[config.mk]
export PLATFORM = sky130hd
export DESIGN_NAME = hid_idle_rate_report_scheduler_flat
export DESIGN_NICKNAME = d
export VERILOG_FILES = /design/src/rtl/hirs_pkg.sv /design/src/rtl/hirs_if.sv /design/src/rtl/hirs_ctrl.sv /design/src/rtl/hirs_dp.sv /design/src/rtl/hid_idle_rate_report_scheduler.sv /design/src/flat_wrapper.sv
export SDC_FILE = /design/constraint.sdc
export NUM_CORES = 1
export LEC_CHECK = 0
export BUFFER_PORTS_ARGS = -buffer_cell sky130_fd_sc_hd__buf_2
export CAP_MARGIN = 20
export CORE_ASPECT_RATIO = 1.1
export CORE_MARGIN = 1.5
export CORE_UTILIZATION = 61
export DETAILED_ROUTE_END_ITERATION = 12
export GPL_TIMING_DRIVEN = 0
export HOLD_SLACK_MARGIN = 0.02
export PLACE_DENSITY = 0.84
export SLEW_MARGIN = 20
export SYNTH_ARGS = -nofsm -noshare
export SYNTH_HDL_FRONTEND = slang
export SYNTH_SLANG_ARGS = --single-unit
[constraint.sdc]
create_clock -name i_clk -period 3.95 [get_ports i_clk]
set_input_delay 0.1975 -clock i_clk [delete_from_list [all_inputs] [get_ports i_clk]]
set_output_delay 0.1975 -clock i_clk [all_outputs]
set_load 0.005 [all_outputs]
[src/rtl/hirs_pkg.sv]
// Shared types and constants for the HID idle-rate report scheduler.
// Depends on nothing; the controller, datapath and top-level files import it.
package hirs_pkg;

    localparam int SLOTS_DEFAULT = 8;

    localparam logic [7:0] STEP_DOWN  = 8'd5;
    localparam logic [7:0] STEP_FLOOR = 8'd4;
    localparam logic [3:0] CFG_RESET  = 4'd1;

    typedef enum logic [1:0] {
        CMD_TICK60   = 2'd0,
        CMD_TICK22   = 2'd1,
        CMD_SET_IDLE = 2'd2,
        CMD_GET_IDLE = 2'd3
    } t_cmd;

    typedef enum logic [1:0] {
        KIND_SEND   = 2'd0,
        KIND_RATE   = 2'd1,
        KIND_REJECT = 2'd2
    } t_kind;

    // Commands from the controller to the datapath.
    typedef struct packed {
        logic load;
        logic set_write;
        logic walk;
        logic idx_clr;
        logic idx_inc;
        logic push_send;
        logic push_get;
    } t_ctrl_cmd;

    // Status from the datapath to the controller.
    typedef struct packed {
        t_cmd cmd;
        logic none_active;
        logic last_idx;
        logic pending_any;
        logic pending_cur;
        logic higher_none;
        logic host_ready;
        logic out_free;
    } t_dp_status;

endpackage

[src/rtl/hirs_if.sv]
// Handshake channels of the HID idle-rate report scheduler: request and result.
// Depends on nothing; payload widths are fixed by the field definitions.
interface hirs_in_if;
    logic       valid;
    logic       ready;
    logic [1:0] command;
    logic [7:0] changed_mask;
    logic [7:0] report_id;
    logic [7:0] idle_rate;
    logic       host_ready;

    modport source (output valid, command, changed_mask, report_id, idle_rate, host_ready,
                    input ready);
    modport sink   (input valid, command, changed_mask, report_id, idle_rate, host_ready,
                    output ready);
endinterface

interface hirs_out_if;
    logic       valid;
    logic       ready;
    logic [1:0] result_kind;
    logic [3:0] send_report_id;
    logic [7:0] reply_rate;
    logic       last;

    modport source (output valid, result_kind, send_report_id, reply_rate, last,
                    input ready);
    modport sink   (input valid, result_kind, send_report_id, reply_rate, last,
                    output ready);
endinterface

[src/rtl/hirs_ctrl.sv]
// Controller of the HID idle-rate report scheduler: sequences one request at a time.
// Depends on hirs_pkg for the command and status structs.
module hirs_ctrl
    import hirs_pkg::*;
(
    input  logic       i_clk,
    input  logic       i_rst_n,
    input  logic       i_accept,
    input  t_dp_status i_status,
    output logic       o_in_ready,
    output t_ctrl_cmd  o_cmd
);

    typedef enum logic [2:0] {
        S_IDLE,
        S_SET,
        S_GET,
        S_WALK,
        S_EMIT
    } t_state;

    t_state r_state;
    t_state n_state;

    assign o_in_ready = (r_state == S_IDLE);

    always_comb begin
        n_state = r_state;
        o_cmd   = '0;
        case (r_state)
            S_IDLE: begin
                if (i_accept) begin
                    o_cmd.load = 1'b1;
                    case (i_status.cmd)
                        CMD_SET_IDLE: n_state = S_SET;
                        CMD_GET_IDLE: n_state = S_GET;
                        CMD_TICK22:   n_state = i_status.none_active ? S_IDLE : S_WALK;
                        default:      n_state = S_EMIT;
                    endcase
                end
            end
            S_SET: begin
                o_cmd.set_write = 1'b1;
                n_state         = S_IDLE;
            end
            S_GET: begin
                if (i_status.out_free) begin
                    o_cmd.push_get = 1'b1;
                    n_state        = S_IDLE;
                end
            end
            S_WALK: begin
                o_cmd.walk = 1'b1;
                if (i_status.last_idx) begin
                    o_cmd.idx_clr = 1'b1;
                    n_state       = S_EMIT;
                end else begin
                    o_cmd.idx_inc = 1'b1;
                end
            end
            S_EMIT: begin
                // A host that cannot take reports drops every pending one.
                if (!i_status.pending_any || !i_status.host_ready) begin
                    n_state = S_IDLE;
                end else if (i_status.pending_cur) begin
                    if (i_status.out_free) begin
                        o_cmd.push_send = 1'b1;
                        if (i_status.higher_none || i_status.last_idx) begin
                            n_state = S_IDLE;
                        end else begin
                            o_cmd.idx_inc = 1'b1;
                        end
                    end
                end else if (i_status.last_idx) begin
                    n_state = S_IDLE;
                end else begin
                    o_cmd.idx_inc = 1'b1;
                end
            end
            default: n_state = S_IDLE;
        endcase
    end

    always_ff @(posedge i_clk) begin
        if (!i_rst_n) begin
            r_state <= S_IDLE;
        end else begin
            r_state <= n_state;
        end
    end

endmodule

[src/rtl/hirs_dp.sv]
// Datapath of the HID idle-rate report scheduler: rate and countdown tables,
// pending mask, walk index and the result register. Depends on hirs_pkg.
module hirs_dp
    import hirs_pkg::*;
#(
    parameter int REPORT_SLOTS = SLOTS_DEFAULT
) (
    input  logic       i_clk,
    input  logic       i_rst_n,
    input  logic       i_cfg_we,
    input  logic [3:0] i_cfg_wdata,
    input  logic [1:0] i_command,
    input  logic [7:0] i_changed_mask,
    input  logic [7:0] i_report_id,
    input  logic [7:0] i_idle_rate,
    input  logic       i_host_ready,
    input  logic       i_out_ready,
    input  t_ctrl_cmd  i_cmd,
    output t_dp_status o_status,
    output logic       o_out_valid,
    output logic [1:0] o_result_kind,
    output logic [3:0] o_send_report_id,
    output logic [7:0] o_reply_rate,
    output logic       o_last
);

    localparam int         IdxW  = (REPORT_SLOTS > 1) ? $clog2(REPORT_SLOTS) : 1;
    localparam logic [3:0] Slots = 4'(REPORT_SLOTS);

    logic [3:0]              r_reports_in_use;
    logic [7:0]              r_rate [REPORT_SLOTS];
    logic [7:0]              r_count [REPORT_SLOTS];
    logic [REPORT_SLOTS-1:0] r_pending;
    logic [IdxW-1:0]         r_idx;
    logic [7:0]              r_id;
    logic [7:0]              r_new_rate;
    logic                    r_host_ready;

    logic                    r_out_valid;
    t_kind                   r_kind;
    logic [3:0]              r_send_id;
    logic [7:0]              r_reply_rate;
    logic                    r_last;

    logic [3:0]              n_active;
    logic [REPORT_SLOTS-1:0] active_mask;
    logic [REPORT_SLOTS-1:0] higher_pending;
    logic [7:0]              cur_rate;
    logic [7:0]              cur_count;
    logic                    id_valid;
    logic                    out_free;

    assign n_active = (r_reports_in_use > Slots) ? Slots : r_reports_in_use;

    always_comb begin
        for (int i = 0; i < REPORT_SLOTS; i++) begin
            active_mask[i]    = (4'(i) < n_active);
            higher_pending[i] = r_pending[i] && (4'(i) > 4'(r_idx));
        end
    end

    assign cur_rate  = r_rate[r_idx];
    assign cur_count = r_count[r_idx];
    assign id_valid  = (r_id != 8'd0) && (r_id <= 8'(REPORT_SLOTS));
    assign out_free  = !r_out_valid || i_out_ready;

    always_comb begin
        o_status             = '0;
        o_status.cmd         = t_cmd'(i_command);
        o_status.none_active = (n_active == 4'd0);
        o_status.last_idx    = (4'(r_idx) == n_active - 4'd1);
        o_status.pending_any = |r_pending;
        o_status.pending_cur = r_pending[r_idx];
        o_status.higher_none = ~|higher_pending;
        o_status.host_ready  = r_host_ready;
        o_status.out_free    = out_free;
    end

    // Configuration and the two tables are reset here: tables to zero, reports in use to 1.
    always_ff @(posedge i_clk) begin
        if (!i_rst_n) begin
            r_reports_in_use <= CFG_RESET;
            for (int i = 0; i < REPORT_SLOTS; i++) begin
                r_rate[i]  <= '0;
                r_count[i] <= '0;
            end
        end else begin
            if (i_cfg_we) begin
                r_reports_in_use <= i_cfg_wdata;
            end
            if (i_cmd.set_write) begin
                for (int i = 0; i < REPORT_SLOTS; i++) begin
                    if (r_id == 8'd0 || r_id == 8'(i + 1)) begin
                        r_rate[i] <= r_new_rate;
                    end
                end
            end
            if (i_cmd.walk && cur_rate != 8'd0) begin
                if (cur_count > STEP_FLOOR) begin
                    r_count[r_idx] <= cur_count - STEP_DOWN;
                end else begin
                    r_count[r_idx] <= cur_rate;
                end
            end
        end
    end

    always_ff @(posedge i_clk) begin
        if (i_cmd.load) begin
            r_id         <= i_report_id;
            r_new_rate   <= i_idle_rate;
            r_host_ready <= i_host_ready;
            if (t_cmd'(i_command) == CMD_TICK60) begin
                r_pending <= i_changed_mask[REPORT_SLOTS-1:0] & active_mask;
            end else begin
                r_pending <= '0;
            end
            if (t_cmd'(i_command) == CMD_GET_IDLE) begin
                r_idx <= IdxW'(i_report_id - 8'd1);
            end else begin
                r_idx <= '0;
            end
        end else begin
            if (i_cmd.walk && cur_rate != 8'd0 && cur_count <= STEP_FLOOR) begin
                r_pending[r_idx] <= 1'b1;
            end
            if (i_cmd.idx_clr) begin
                r_idx <= '0;
            end else if (i_cmd.idx_inc) begin
                r_idx <= r_idx + IdxW'(1);
            end
        end
    end

    // Result register: a finished beat waits here while the controller moves on.
    always_ff @(posedge i_clk) begin
        if (!i_rst_n) begin
            r_out_valid <= 1'b0;
        end else if (i_cmd.push_send || i_cmd.push_get) begin
            r_out_valid <= 1'b1;
        end else if (i_out_ready) begin
            r_out_valid <= 1'b0;
        end
    end

    always_ff @(posedge i_clk) begin
        if (i_cmd.push_send) begin
            r_kind       <= KIND_SEND;
            r_send_id    <= 4'(r_idx) + 4'd1;
            r_reply_rate <= '0;
            r_last       <= ~|higher_pending;
        end else if (i_cmd.push_get) begin
            r_kind       <= id_valid ? KIND_RATE : KIND_REJECT;
            r_send_id    <= '0;
            r_reply_rate <= id_valid ? cur_rate : 8'd0;
            r_last       <= 1'b1;
        end
    end

    assign o_out_valid      = r_out_valid;
    assign o_result_kind    = r_kind;
    assign o_send_report_id = r_send_id;
    assign o_reply_rate     = r_reply_rate;
    assign o_last           = r_last;

endmodule

[src/rtl/hid_idle_rate_report_scheduler.sv]
// Set idle writes the rate table in the state after acceptance; get idle waits for a free result
// register, then puts its reply there. A 60 Hz tick runs the emit pass, a 22 ms tick the walk pass
// and then the emit pass, or neither with no reports in use; each pass visits one table entry per
// cycle unless the emit pass stalls on a busy result register.
// One request is handled at a time; the next is taken once the previous has finished.
// Synchronous active-low reset clears both tables to zero and sets reports in use to 1.
module hid_idle_rate_report_scheduler
    import hirs_pkg::*;
#(
    parameter int REPORT_SLOTS = SLOTS_DEFAULT
) (
    input  logic       i_clk,
    input  logic       i_rst_n,
    input  logic       i_cfg_we,
    input  logic [3:0] i_cfg_wdata,
    hirs_in_if.sink    i_item,
    hirs_out_if.source o_result
);

    t_ctrl_cmd  s_cmd;
    t_dp_status s_status;
    logic       s_in_ready;
    logic       s_accept;

    assign i_item.ready = s_in_ready;
    assign s_accept     = i_item.valid && s_in_ready;

    hirs_ctrl u_ctrl (
        .i_clk      (i_clk),
        .i_rst_n    (i_rst_n),
        .i_accept   (s_accept),
        .i_status   (s_status),
        .o_in_ready (s_in_ready),
        .o_cmd      (s_cmd)
    );

    hirs_dp #(
        .REPORT_SLOTS (REPORT_SLOTS)
    ) u_dp (
        .i_clk            (i_clk),
        .i_rst_n          (i_rst_n),
        .i_cfg_we         (i_cfg_we),
        .i_cfg_wdata      (i_cfg_wdata),
        .i_command        (i_item.command),
        .i_changed_mask   (i_item.changed_mask),
        .i_report_id      (i_item.report_id),
        .i_idle_rate      (i_item.idle_rate),
        .i_host_ready     (i_item.host_ready),
        .i_out_ready      (o_result.ready),
        .i_cmd            (s_cmd),
        .o_status         (s_status),
        .o_out_valid      (o_result.valid),
        .o_result_kind    (o_result.result_kind),
        .o_send_report_id (o_result.send_report_id),
        .o_reply_rate     (o_result.reply_rate),
        .o_last           (o_result.last)
    );

    // A new beat is only written when the result register is free.
    a_push_free: assert property (@(posedge i_clk) disable iff (!i_rst_n)
        (s_cmd.push_send || s_cmd.push_get) |-> s_status.out_free)
        else $error("result beat written over an untaken one");

    a_push_single: assert property (@(posedge i_clk) disable iff (!i_rst_n)
        $onehot0({s_cmd.push_send, s_cmd.push_get}))
        else $error("two result beats in one cycle");

    // A 22 ms tick with no reports in use finishes in its accepting cycle.
    a_busy_after_accept: assert property (@(posedge i_clk) disable iff (!i_rst_n)
        (s_accept && !(s_status.cmd == CMD_TICK22 && s_status.none_active)) |=> !s_in_ready)
        else $error("request accepted while the previous one is in progress");

    a_load_only_on_accept: assert property (@(posedge i_clk) disable iff (!i_rst_n)
        s_cmd.load |-> s_accept)
        else $error("request registers loaded without an accepted beat");

endmodule
[src/flat_wrapper.sv]
// flat-port wrapper written by rule: the top's interface ports become plain ports
module hid_idle_rate_report_scheduler_flat import hirs_pkg::*;
#(
    parameter int REPORT_SLOTS = SLOTS_DEFAULT
)
  (i_clk, i_rst_n, i_cfg_we, i_cfg_wdata, i_item_valid, i_item_command, i_item_changed_mask, i_item_report_id, i_item_idle_rate, i_item_host_ready, i_item_ready, o_result_valid, o_result_result_kind, o_result_send_report_id, o_result_reply_rate, o_result_last, o_result_ready);
  hirs_in_if i_item_i ();
  hirs_out_if o_result_i ();
  input  logic i_clk;
  input  logic i_rst_n;
  input  logic i_cfg_we;
  input  logic [3:0] i_cfg_wdata;
  input wire logic [$bits(i_item_i.valid)-1:0] i_item_valid;
  input wire logic [$bits(i_item_i.command)-1:0] i_item_command;
  input wire logic [$bits(i_item_i.changed_mask)-1:0] i_item_changed_mask;
  input wire logic [$bits(i_item_i.report_id)-1:0] i_item_report_id;
  input wire logic [$bits(i_item_i.idle_rate)-1:0] i_item_idle_rate;
  input wire logic [$bits(i_item_i.host_ready)-1:0] i_item_host_ready;
  output wire logic [$bits(i_item_i.ready)-1:0] i_item_ready;
  output wire logic [$bits(o_result_i.valid)-1:0] o_result_valid;
  output wire logic [$bits(o_result_i.result_kind)-1:0] o_result_result_kind;
  output wire logic [$bits(o_result_i.send_report_id)-1:0] o_result_send_report_id;
  output wire logic [$bits(o_result_i.reply_rate)-1:0] o_result_reply_rate;
  output wire logic [$bits(o_result_i.last)-1:0] o_result_last;
  input wire logic [$bits(o_result_i.ready)-1:0] o_result_ready;
  assign i_item_i.valid = i_item_valid;
  assign i_item_i.command = i_item_command;
  assign i_item_i.changed_mask = i_item_changed_mask;
  assign i_item_i.report_id = i_item_report_id;
  assign i_item_i.idle_rate = i_item_idle_rate;
  assign i_item_i.host_ready = i_item_host_ready;
  assign i_item_ready = i_item_i.ready;
  assign o_result_valid = o_result_i.valid;
  assign o_result_result_kind = o_result_i.result_kind;
  assign o_result_send_report_id = o_result_i.send_report_id;
  assign o_result_reply_rate = o_result_i.reply_rate;
  assign o_result_last = o_result_i.last;
  assign o_result_i.ready = o_result_ready;
  hid_idle_rate_report_scheduler #(.REPORT_SLOTS(REPORT_SLOTS)) u_core (.i_clk(i_clk), .i_rst_n(i_rst_n), .i_cfg_we(i_cfg_we), .i_cfg_wdata(i_cfg_wdata), .i_item(i_item_i), .o_result(o_result_i));
endmodule
==> impl_results.md <==
- CP Launch Type: flop
- Area Growth Syn to Fin: 15.4%
- H-tree Lvls: 4
- Port bufs: 50
- Antenna-violating nets left: 0
- Synth unique cells: 62
- Post-synth ARST share: 0%
- Final core utilization: 72.1%
- Detailed placement HPWL: 15.0 mm
- Die X: 117 µm
- Worst-path cell chain: buf_2, clkbuf_4, buf_2, mux4_2, nor4_1, nand2_1, o211ai_1, buf_2, buf_2, o21ai_2
- Max VDD drop: 0.410 mV
- Status: completed
- Share of cells above drive strength 1: 20.3%
- Number of synthesized register bits: 182
- Peak Freq: 259 MHz
- Number of synthesized flops with an enable pin: 161
- WP buf/inv: 5
- Setup WS pre-CTS: -15.2 ps
- Clk buf depth: 2
- Fin crit period: 3860 ps
- Max-slew headroom: 27.1%
- Worst-Margin Slew: 1090 ps
- RSZ-0062 raised after global routing: false
- Die area: 14900 µm²
- Worst-Skew Late Latency: 440 ps
- Initial Utilization: 62.5%
- Seq/Total Area, Yosys: 60.7%
- Post-synthesis average cell area: 12.6 µm²
- Area of the core: 13900 µm²
- Vias in the first global route: 6413
- Critical path type: flop to flop
- Antenna violations before repair: 0
- Pleak: 3.58 nW
- CP max stage delay: 440 ps
- Worst setup margin: 92.8 ps
- Clock-pin slew on the worst setup and hold paths: 70 ps
- Critical Path RT: 4060 ps
- Count of pins over their slew limit: 0
- # rows: 45
- Diodes inserted: 0
- Post-DR wirelength/cell: 22.9 µm
- Crit path max-delay cell type: dfxtp_1
- Final setup viols: 0
- Clock root buffer: clkbuf_16
- WL final: 22.5 mm
- Total gr overflow: 0
- Max-cap viol count: 0
- Final instance area: 9990 µm²
- Placed Cells: 928
- Drt first pass iters: 6
- Synth Cell Area: 8650 µm²
- Die H: 128 µm
- Final period utilization: 97.7%
- Pwr Density: 537 nW/µm²
- HP Class: primary input to flop
- Top delay family on crit path: buffers and inverters
- CTS tree: yes
- GPL Wtd Cong: 0.920
- Gr usage total: 32.1%
- Skew final: 11.5 ps
- Drt initial violations: 864
- Vias: 6566
- Setup TNS Final: 0 ps
- Drc violations: 0
- CP max FO: 10
- Most Frequent Cell on Critical Path: buf_2
- # IOs: 53
- Largest net degree at the start of global routing: 27
- CTS sink count: 182
- Worst Setup End Kind: flop
- Ys Warns: 0
- Post-Syn Instances: 689
- Drt via density: 6.69
- Final-report hold violation count: 0
- Syn_nets: 730
- Arrival time at the worst endpoint: 3960 ps
- Non-Filler Instances: 981
- First-pass GRT wire length: 34.8 mm
- Area post-placement: 9150 µm²
- Net count, final: 821
- Main flop type after synthesis: edfxtp_1
- CTS buffer count: 17
-- kinds of logic after synthesis --
group / count (synthesis) / synth area share, %
AND/OR/NAND/NOR: 273 / 15.1
adder cells (fa/ha/maj): 5 / 0.723
XOR/XNOR: 8 / 0.810
buffers and inverters: 71 / 3.41
multiplexers: 60 / 12.5
AO/OA/AOI/OAI: 90 / 6.72
flip-flops: 182 / 60.7
-- worst register-to-register path, cell delays in order (launching register included) --
cell      delay, ps
dfxtp_1         440
buf_2           340
clkbuf_4        350
buf_2           330
mux4_2          390
nor4_1          330
nand2_1         150
o211ai_1        370
buf_2           290
buf_2           320
o21ai_2         230
-- layout make-up --
cell class | instances | area (µm²)
clock inverters | 15 | 154
inverters | 31 | 116
well taps | 188 | 235
clock buffers | 17 | 425
multi-input cells | 436 | 3150
fillers | 829 | 3860
flip-flops and latches | 182 | 5260
plain buffers | 40 | 184
repair buffers | 72 | 465
-- synthesized netlist by cell type, drive strengths merged, types with 2 or more instances --
library cell	number	area [µm²]
nand2b	8	50.1
nand2	63	236
inv	31	116
or4b	2	23.8
a31oi	6	37.5
nor2	80	300
or3	11	68.8
a21o	2	15.0
xor2	5	43.8
mux2i	19	240
o21a	2	15.0
buf	18	96.4
nor3	69	345
edfxtp	161	4830
a211o	2	17.5
o32ai	5	43.8
o22ai	6	37.5
o311ai	3	33.8
mux2	7	78.8
o211ai	4	35.0
nand3	5	25.0
ha	5	62.6
a21oi	17	85.1
nor4	9	56.3
nor2b	7	43.8
clkbuf	22	82.6
o21ai	31	155
dfxtp	21	420
nor4b	3	32.5
mux4	34	766
or4	3	22.5
a32oi	2	17.5
nor3b	2	15.0
and2	3	18.8
nand3b	2	15.0
xnor2	3	26.3
-- worst paths after layout --
kind / endpoint / startpoint / cells after the start / slack (ps)
setup / recovery: u_core.u_dp.r_count[3][5]$_SDFFCE_PN0P_ / flop / 10 / 90
hold / removal: u_core.u_dp.r_pending[4]$_DFFE_PP_ / i_item_changed_mask[4] / 3 / 110
setup reg to reg: u_core.u_dp.r_count[3][5]$_SDFFCE_PN0P_ / flop / 10 / 90
hold reg to reg: u_core.u_dp.o_reply_rate[4]$_SDFFE_PP0P_ / u_core.u_dp.o_reply_rate[4]$_SDFFE_PP0P_ / 2 / 470
-- sequential cells by signal, indices dropped and copies added (netlist names), 2 cells and up, named ones only --
name                          count
u_core.u_dp.r_id                  8
u_core.u_dp.o_result_kind         2
u_core.u_dp.r_rate               64
u_core.u_ctrl.r_state             3
u_core.u_dp.r_count              64
u_core.u_dp.o_reply_rate          8
u_core.u_dp.r_pending             8
u_core.u_dp.r_reports_in_use      4
u_core.u_dp.r_new_rate            8
u_core.u_dp.r_idx                 3
u_core.u_dp.o_send_report_id      4
-- stage by stage --
step | total power [W] | hold slack, ps
2_1_floorplan | 0.00324 | 296
3_3_place_gp | 0.00356 | 374
3_5_place_dp | 0.00363 | 376
4_1_cts | 0.00528 | 96.1
5_1_grt | 0.00551 | 121
6_report | 0.00536 | 108
-- power breakdown --
part / internal (W) / leakage [nW] / switching [W] / total [W]
clock network: 0.000844 / 0.283 / 0.000811 / 0.00166
registers: 0.00220 / 1.81 / 0.0000621 / 0.00226
logic: 0.000526 / 1.50 / 0.000915 / 0.00144
-- placed cells by master (no fill, tap or decap), types with 8 or more instances in the layout --
| cell type | n |
|---|---|
| mux2i_1 | 13 |
| dfxtp_1 | 21 |
| nand2_1 | 63 |
| or3_1 | 11 |
| clkbuf_1 | 21 |
| dlygate4sd3_1 | 21 |
| nor2_1 | 80 |
| mux4_2 | 34 |
| nor3_1 | 69 |
| edfxtp_1 | 161 |
| buf_2 | 65 |
| o21ai_0 | 22 |
| inv_1 | 30 |
| nor4_1 | 9 |
| inv_6 | 8 |
| clkbuf_16 | 17 |
| a21oi_1 | 16 |
| nand2b_1 | 8 |
-- per-layer routing --
| metal | share of wire (%) | wire [µm] | vias up | global-route usage [%] |
|---|---|---|---|---|
| met5 | 0 | 0 | - | 0 |
| met4 | 3.8 | 852 | 0 | 14.8 |
| met3 | 12 | 2660 | 79 | 6.15 |
| met2 | 50 | 11200 | 582 | 53.2 |
| met1 | 35 | 7770 | 3109 | 41.2 |
| li1 | - | - | 2796 | - |
-- what timing repair did --
action                                  4_1_cts  5_1_grt
cloned                                        0        0
endpoints found under the setup margin       24       74
gates resized for setup                       3        8
hold buffers                                 21        0
pin swaps                                     0        0
endpoints found under the hold margin        21        0
buffers inserted                              0        0
No activity file was read; power rests on OpenSTA's default activity.
